## config.mk

```make
export PLATFORM = sky130hd
export DESIGN_NAME = tccw_ctrl
export DESIGN_NICKNAME = d
export VERILOG_FILES = /design/src/sv/tccw_pkg.sv /design/src/sv/tccw_ctrl.sv
export SDC_FILE = /design/constraint.sdc
export NUM_CORES = 1
export LEC_CHECK = 0
export BUFFER_PORTS_ARGS = -buffer_cell sky130_fd_sc_hd__buf_2
export CORE_MARGIN = 4
export CORE_UTILIZATION = 45
export DETAILED_ROUTE_END_ITERATION = 7
export PLACE_DENSITY = 0.81
export SYNTH_ARGS = -nofsm -noshare
export SYNTH_HDL_FRONTEND = slang
export SYNTH_SLANG_ARGS = --single-unit
```

## constraint.sdc

```tcl
create_clock -name clk_i -period 4.55 [get_ports clk_i]
set_clock_uncertainty 0.2 [all_clocks]
set_input_delay 0.455 -clock clk_i [delete_from_list [all_inputs] [get_ports clk_i]]
set_output_delay 0.455 -clock clk_i [all_outputs]
set_load 0.05 [all_outputs]
```

## src/sv/tccw_pkg.sv

```systemverilog
package tccw_pkg;

  localparam int COLUMNS_DEF = 32;
  localparam int ROWS_DEF    = 30;

  localparam int POS_W  = 6;
  localparam int CHAR_W = 8;
  localparam int CNT_W  = 8;
  localparam int ACT_W  = 3;

  localparam logic [ACT_W-1:0] ACT_PUT   = 3'd0;
  localparam logic [ACT_W-1:0] ACT_GOTO  = 3'd1;
  localparam logic [ACT_W-1:0] ACT_PUTAT = 3'd2;
  localparam logic [ACT_W-1:0] ACT_CLEAR = 3'd3;
  localparam logic [ACT_W-1:0] ACT_REV   = 3'd4;
  localparam logic [ACT_W-1:0] ACT_HRUN  = 3'd5;
  localparam logic [ACT_W-1:0] ACT_VRUN  = 3'd6;
  localparam logic [ACT_W-1:0] ACT_READ  = 3'd7;

  localparam logic [CHAR_W-1:0] CHAR_CR     = 8'h0D;
  localparam logic [CHAR_W-1:0] CHAR_LF     = 8'h0A;
  localparam logic [CHAR_W-1:0] CHAR_SPACE  = 8'h20;
  localparam logic [CHAR_W-1:0] CHAR_HLINE  = 8'h0B;
  localparam logic [CHAR_W-1:0] CHAR_VLINE  = 8'h0E;
  localparam logic [CHAR_W-1:0] REVERSE_BIT = 8'h80;

  typedef struct packed {
    logic load;
    logic set_rev;
    logic div_en;
    logic line_en;
    logic line_move;
    logic put;
    logic hrun_step;
    logic vrun_step;
    logic rd_issue;
    logic rd_capture;
    logic clr_step;
  } cmd_t;

  typedef struct packed {
    logic cnt_zero;
    logic clr_last;
  } stat_t;

  typedef struct packed {
    logic [8:0] quo;
    logic [6:0] rem;
  } divmod_t;

  // Divide by a constant through a 16-bit fixed-point reciprocal. Exact for a
  // nine-bit dividend and a divisor from 2 to 64: the rounding error times the
  // largest dividend stays below 2^16.
  function automatic divmod_t div_small(input logic [8:0] num, input logic [6:0] den,
                                        input logic [15:0] recip);
    divmod_t     res;
    logic [24:0] prod;
    logic [8:0]  back;
    logic [8:0]  diff;
    prod    = {16'b0, num} * {9'b0, recip};
    res.quo = prod[24:16];
    back    = res.quo * {2'b0, den};
    diff    = num - back;
    res.rem = diff[6:0];
    return res;
  endfunction

endpackage

```

## src/sv/tccw_ctrl.sv

```systemverilog
module tccw_ctrl (
  input  logic                        clk_i,
  input  logic                        rst_ni,
  input  logic                        start,
  input  logic [tccw_pkg::ACT_W-1:0]  action_i,
  input  tccw_pkg::stat_t             stat_i,
  output tccw_pkg::cmd_t              cmd_o,
  output logic                        busy,
  output logic                        done_o
);
  import tccw_pkg::*;

  localparam logic [3:0] S_INIT = 4'd0;
  localparam logic [3:0] S_IDLE = 4'd1;
  localparam logic [3:0] S_DIV  = 4'd2;
  localparam logic [3:0] S_LINE = 4'd3;
  localparam logic [3:0] S_PUT  = 4'd4;
  localparam logic [3:0] S_HRUN = 4'd5;
  localparam logic [3:0] S_VRUN = 4'd6;
  localparam logic [3:0] S_RDA  = 4'd7;
  localparam logic [3:0] S_RDD  = 4'd8;
  localparam logic [3:0] S_CLR  = 4'd9;
  localparam logic [3:0] S_DONE = 4'd10;

  logic [3:0]       state_q, state_d;
  logic [ACT_W-1:0] act_q, act_d;

  always_comb begin
    state_d = state_q;
    act_d   = act_q;
    cmd_o   = '0;
    unique case (state_q)
      S_INIT: begin
        cmd_o.clr_step = 1'b1;
        if (stat_i.clr_last) state_d = S_IDLE;
      end
      S_IDLE: begin
        if (start) begin
          cmd_o.load    = 1'b1;
          cmd_o.set_rev = (action_i == ACT_REV);
          act_d         = action_i;
          unique case (action_i)
            ACT_PUT:   state_d = S_PUT;
            ACT_CLEAR: state_d = S_CLR;
            ACT_REV:   state_d = S_DONE;
            default:   state_d = S_DIV;
          endcase
        end
      end
      S_DIV: begin
        cmd_o.div_en = 1'b1;
        state_d      = S_LINE;
      end
      S_LINE: begin
        cmd_o.line_en   = 1'b1;
        cmd_o.line_move = (act_q != ACT_READ);
        unique case (act_q)
          ACT_PUTAT: state_d = S_PUT;
          ACT_HRUN:  state_d = S_HRUN;
          ACT_VRUN:  state_d = S_VRUN;
          ACT_READ:  state_d = S_RDA;
          default:   state_d = S_DONE;
        endcase
      end
      S_PUT: begin
        cmd_o.put = 1'b1;
        state_d   = S_DONE;
      end
      S_HRUN: begin
        if (stat_i.cnt_zero) state_d = S_DONE;
        else cmd_o.hrun_step = 1'b1;
      end
      S_VRUN: begin
        if (stat_i.cnt_zero) state_d = S_DONE;
        else cmd_o.vrun_step = 1'b1;
      end
      S_RDA: begin
        cmd_o.rd_issue = 1'b1;
        state_d        = S_RDD;
      end
      S_RDD: begin
        cmd_o.rd_capture = 1'b1;
        state_d          = S_DONE;
      end
      S_CLR: begin
        cmd_o.clr_step = 1'b1;
        if (stat_i.clr_last) state_d = S_DONE;
      end
      S_DONE: begin
        state_d = S_IDLE;
      end
      default: begin
        state_d = S_IDLE;
      end
    endcase
  end

  always_ff @(posedge clk_i or negedge rst_ni) begin
    if (!rst_ni) begin
      state_q <= S_INIT;
      act_q   <= ACT_PUT;
    end else begin
      state_q <= state_d;
      act_q   <= act_d;
    end
  end

  assign busy   = (state_q != S_IDLE);
  assign done_o = (state_q == S_DONE);

endmodule

```

# Word level (Yosys, flattened, before mapping)

Index checks and enable logic that the tools add are counted.
Widths: inputs -> output; s select.

Multiplexer cells: 18
Equal/unequal tests: 22
Reductions and logical operators: 7

Operator list:

| cell               | number |
|---|---|
| $pmux 4 s8         | 1 |
| $eq 4x3->1 const B | 4 |
| $mux 4             | 4 |
| $pmux 4 s4         | 1 |
| $eq 3x3->1 const B | 4 |
| $eq 4x4->1 const B | 3 |
| $pmux 4 s3         | 1 |
| $eq 4x2->1 const B | 2 |
| $mux 1             | 8 |
| $eq 3x2->1 const B | 2 |
| $mux 2             | 3 |
| $ne 2x2->1 const B | 3 |
| $reduce_or 2->1    | 3 |
| $eq 4x1->1 const B | 1 |
| $logic_not 4->1    | 1 |
| $ne 4x1->1 const B | 1 |
| $reduce_and 4->1   | 1 |
| $logic_not 3->1    | 1 |
| $ne 3x3->1 const B | 1 |
| $ne 2x1->1 const B | 1 |
| $reduce_and 2->1   | 1 |

Output and inout bits: 13
Register bits: 7

# Depth between registers and ports, before layout

Depth after elaboration: 4
Mapped depth: 5
Mapped depth without buffers: 4

# Worst setup path after synthesis

No wires, ideal clock.

Path kind: register -> output
From: register state_q[3]
To: output port cmd_o[4] in the netlist's numbering
Slack: 2.000 ns
Stages on the path, launching flop included: 4
Data required time: 3.895 ns
Arrival time: 1.895 ns
Cell sequence: dfrtp_1 -> clkbuf_1 -> nand2b_1 -> nor3_1

RTL lines:

| item                   | RTL line         | text |
|---|---|---|
| start, declared        | tccw_ctrl.sv:25  | `logic [3:0] state_q, state_d;` |
| start signal, assigned | tccw_ctrl.sv:103 | `state_q <= state_d;` |
| end, declared          | tccw_ctrl.sv:7   | `output tccw_pkg::cmd_t cmd_o,` |

==> run metrics <==
Max FO, Critical Path 15; final hold vios 0; Avg WL per Cell 14.03 microns; CTS tree yes; R2R Path End state_q[2]; Syn Inst Count ~80; post-synth net total 87; DRC marker count from the first detailed-route iteration 10; TritonCTS Buffers 3; main flop type after synthesis dfrtp_1; most frequent cells in the layout buf_2 (20), nand2_1 (9), nor3_1 (8), nor2_1 (8), dfrtp_1 (7); largest net degree at the start of global routing 17; RSZ-0062 raised after global routing false; Worst-Margin Slew 0.4602 ns; startpoint types flop; clk_lat worst skew roughly 0.25 ns; HP Start stat_i[0]; WHS about 0.27 ns; final worst setup slack 2.104 ns; Num Clock Sinks 7; diode count 0; Synth top area share roughly 30%; maxcap violations 0; Cells after DPL between 100 and 150; die width 44.42 microns; IO buf count 20; VDD IR max 0.0003909 V; Setup CP Type flop to output pin; reg2reg setup slack 2.48 ns; htree depth 1; beginning of the critical path state_q[0]; Rel. slew slack between 60% and 70%; Yosys Warn Count 0; share of cells above drive strength 1 30.00%; initial antenna violation count 0; post-DP HPWL 1224 microns; core area 1171 sq um; clock-pin slew on the worst setup and hold paths about 0.050 ns; CTS Buffer Depth 2; GRT Total Usage roughly 17%; final global-route overflow total 0; post-synthesis sequential area ratio approximately 29%; Root Buffer clkbuf_4; most common cell after layout, fill and taps aside buf_2; # setup viols final 0; # IOs 21; # DRC 0; routed vias/inst about 5.8; initial core utilization 50.96%; Synth area leader dfrtp_1; crit path time final approximately 2.4 ns; fin util between 60% and 70%; Fmax 408.9 MHz; vias in the first global route 565; power density cells around 780 nW/um^2; share of flip-flops with an asynchronous set or reset 100.0%; library cells used by synthesis 31; Place WS 2.390 ns; chip height between 40 and 50 microns; final cell count without fillers approximately 110; row cnt 12; first-pass GRT wire length 2484 microns; run status complete, no violations; die area ~2000 sq um; Post-Route Setup TNS 0 ns; Min-Delay Path Depth 2; Netlist Area Pre-Place 596.8 sq um; Nets 109; Routability Congestion 0.8681; Via Count 663; Final ANT Viol Nets 0; Required @ worst endpoint 3.89 ns; fin crit share between 50% and 60%; P_leak 0.0003621 uW; Synth area leaders dfrtp_1 (29%), nor3_1 (6.7%), nand2_1 (5.7%); Post-synth EDFFs 0; Worst Setup End Kind output pin; number of synthesized register bits 7; R2R cell count 4; Max Slew Vio Count 0; type of the worst min-delay path primary input to flop; Arr. time, crit path 1.79 ns; Hold Crit Endpoint state_q[3]; drt total wl around 1600 microns; DRT Pass-1 Iters 4; Layout area overhead 23.27%; syn avg cell area 7.555 sq um; FF-to-FF Start state_q[1]
per-stage QoR:
step                      power (uW)  instance area [sq um]
after detailed placement       517.4                  699.4
after floorplan                442.0                  596.8
after global routing           615.7                  735.7
final                          575.7                  735.7
after CTS                      575.9                  735.7
after global placement         512.9                  699.4
layer usage:
| layer | track usage, % | vias to the layer above | wire length [microns] |
|---|---|---|---|
| li1 | - | 328 | - |
| met4 | 12.65 | 0 | 43 |
| met2 | 24.71 | 29 | 739 |
| met5 | 0 | - | 0 |
| met3 | 4.878 | 6 | 121 |
| met1 | 22.33 | 300 | 693 |
critical path, cell delays in order (launching register included):
cell	delay, ns
dfrtp_1	0.61
inv_1	0.17
nor2_1	0.14
nand3_1	0.20
nor2_1	0.16
buf_2	0.27
power breakdown:
| part | switching, uW | leakage (uW) | internal (uW) |
|---|---|---|---|
| combinational | 235 | 0.000261 | 126 |
| sequential | 70.6 | 0.0000864 | 90.3 |
| clock | 21.1 | 0.0000150 | 33.3 |
registers in the layout, summed over array words and instances (netlist names):
name,count
state_q,4
act_q,3
Yosys cell counts, drive strengths merged, types with 2 or more instances:
master,number
o21ai,7
clkbuf,4
a21oi,2
nand3,2
xor2,2
nor2,8
nor2b,2
inv,5
mux2,3
nand2b,3
nor4,2
dfrtp,7
nor3,8
nand2,9
worst max-delay path by stage:
stage / to / slack (ns)
final: cmd_o[9] / 2.10
after CTS: cmd_o[9] / 2.11
after global routing: cmd_o[9] / 1.94
after global placement: cmd_o[9] / 2.46
after detailed placement: cmd_o[9] / 2.39
after floorplan: cmd_o[4] / 2.00
cell families (layout without fill, tap and decap cells):
kind of cell | Yosys count | in the layout | synth area share (%)
AND/OR/NAND/NOR | 38 | 38 | 32.70
AO/OA/AOI/OAI | 19 | 19 | 22.01
buffers and inverters | 9 | 30 | 5.660
flip-flops | 7 | 7 | 29.35
multiplexers | 4 | 4 | 7.337
XOR/XNOR | 2 | 2 | 2.936
what timing repair did:
action                                 4_1_cts  5_1_grt
endpoints found under the hold margin        7        0
setup buffers                                0        0
setup endpoints to repair                    0        0
resized for setup                            0        0
hold buffers                                 1        0
area by class of cell:
| type | count | area [sq um] |
|---|---|---|
| Fill cell | 112 | 435.4 |
| Multi-Input combinational cell | 63 | 387.9 |
| Sequential cell | 7 | 175.2 |
| Timing Repair Buffer | 21 | 110.1 |
| Clock buffer | 4 | 26.28 |
| Inverter | 5 | 18.77 |
| Tap cell | 14 | 17.52 |
(Power assumes the default switching activity.)
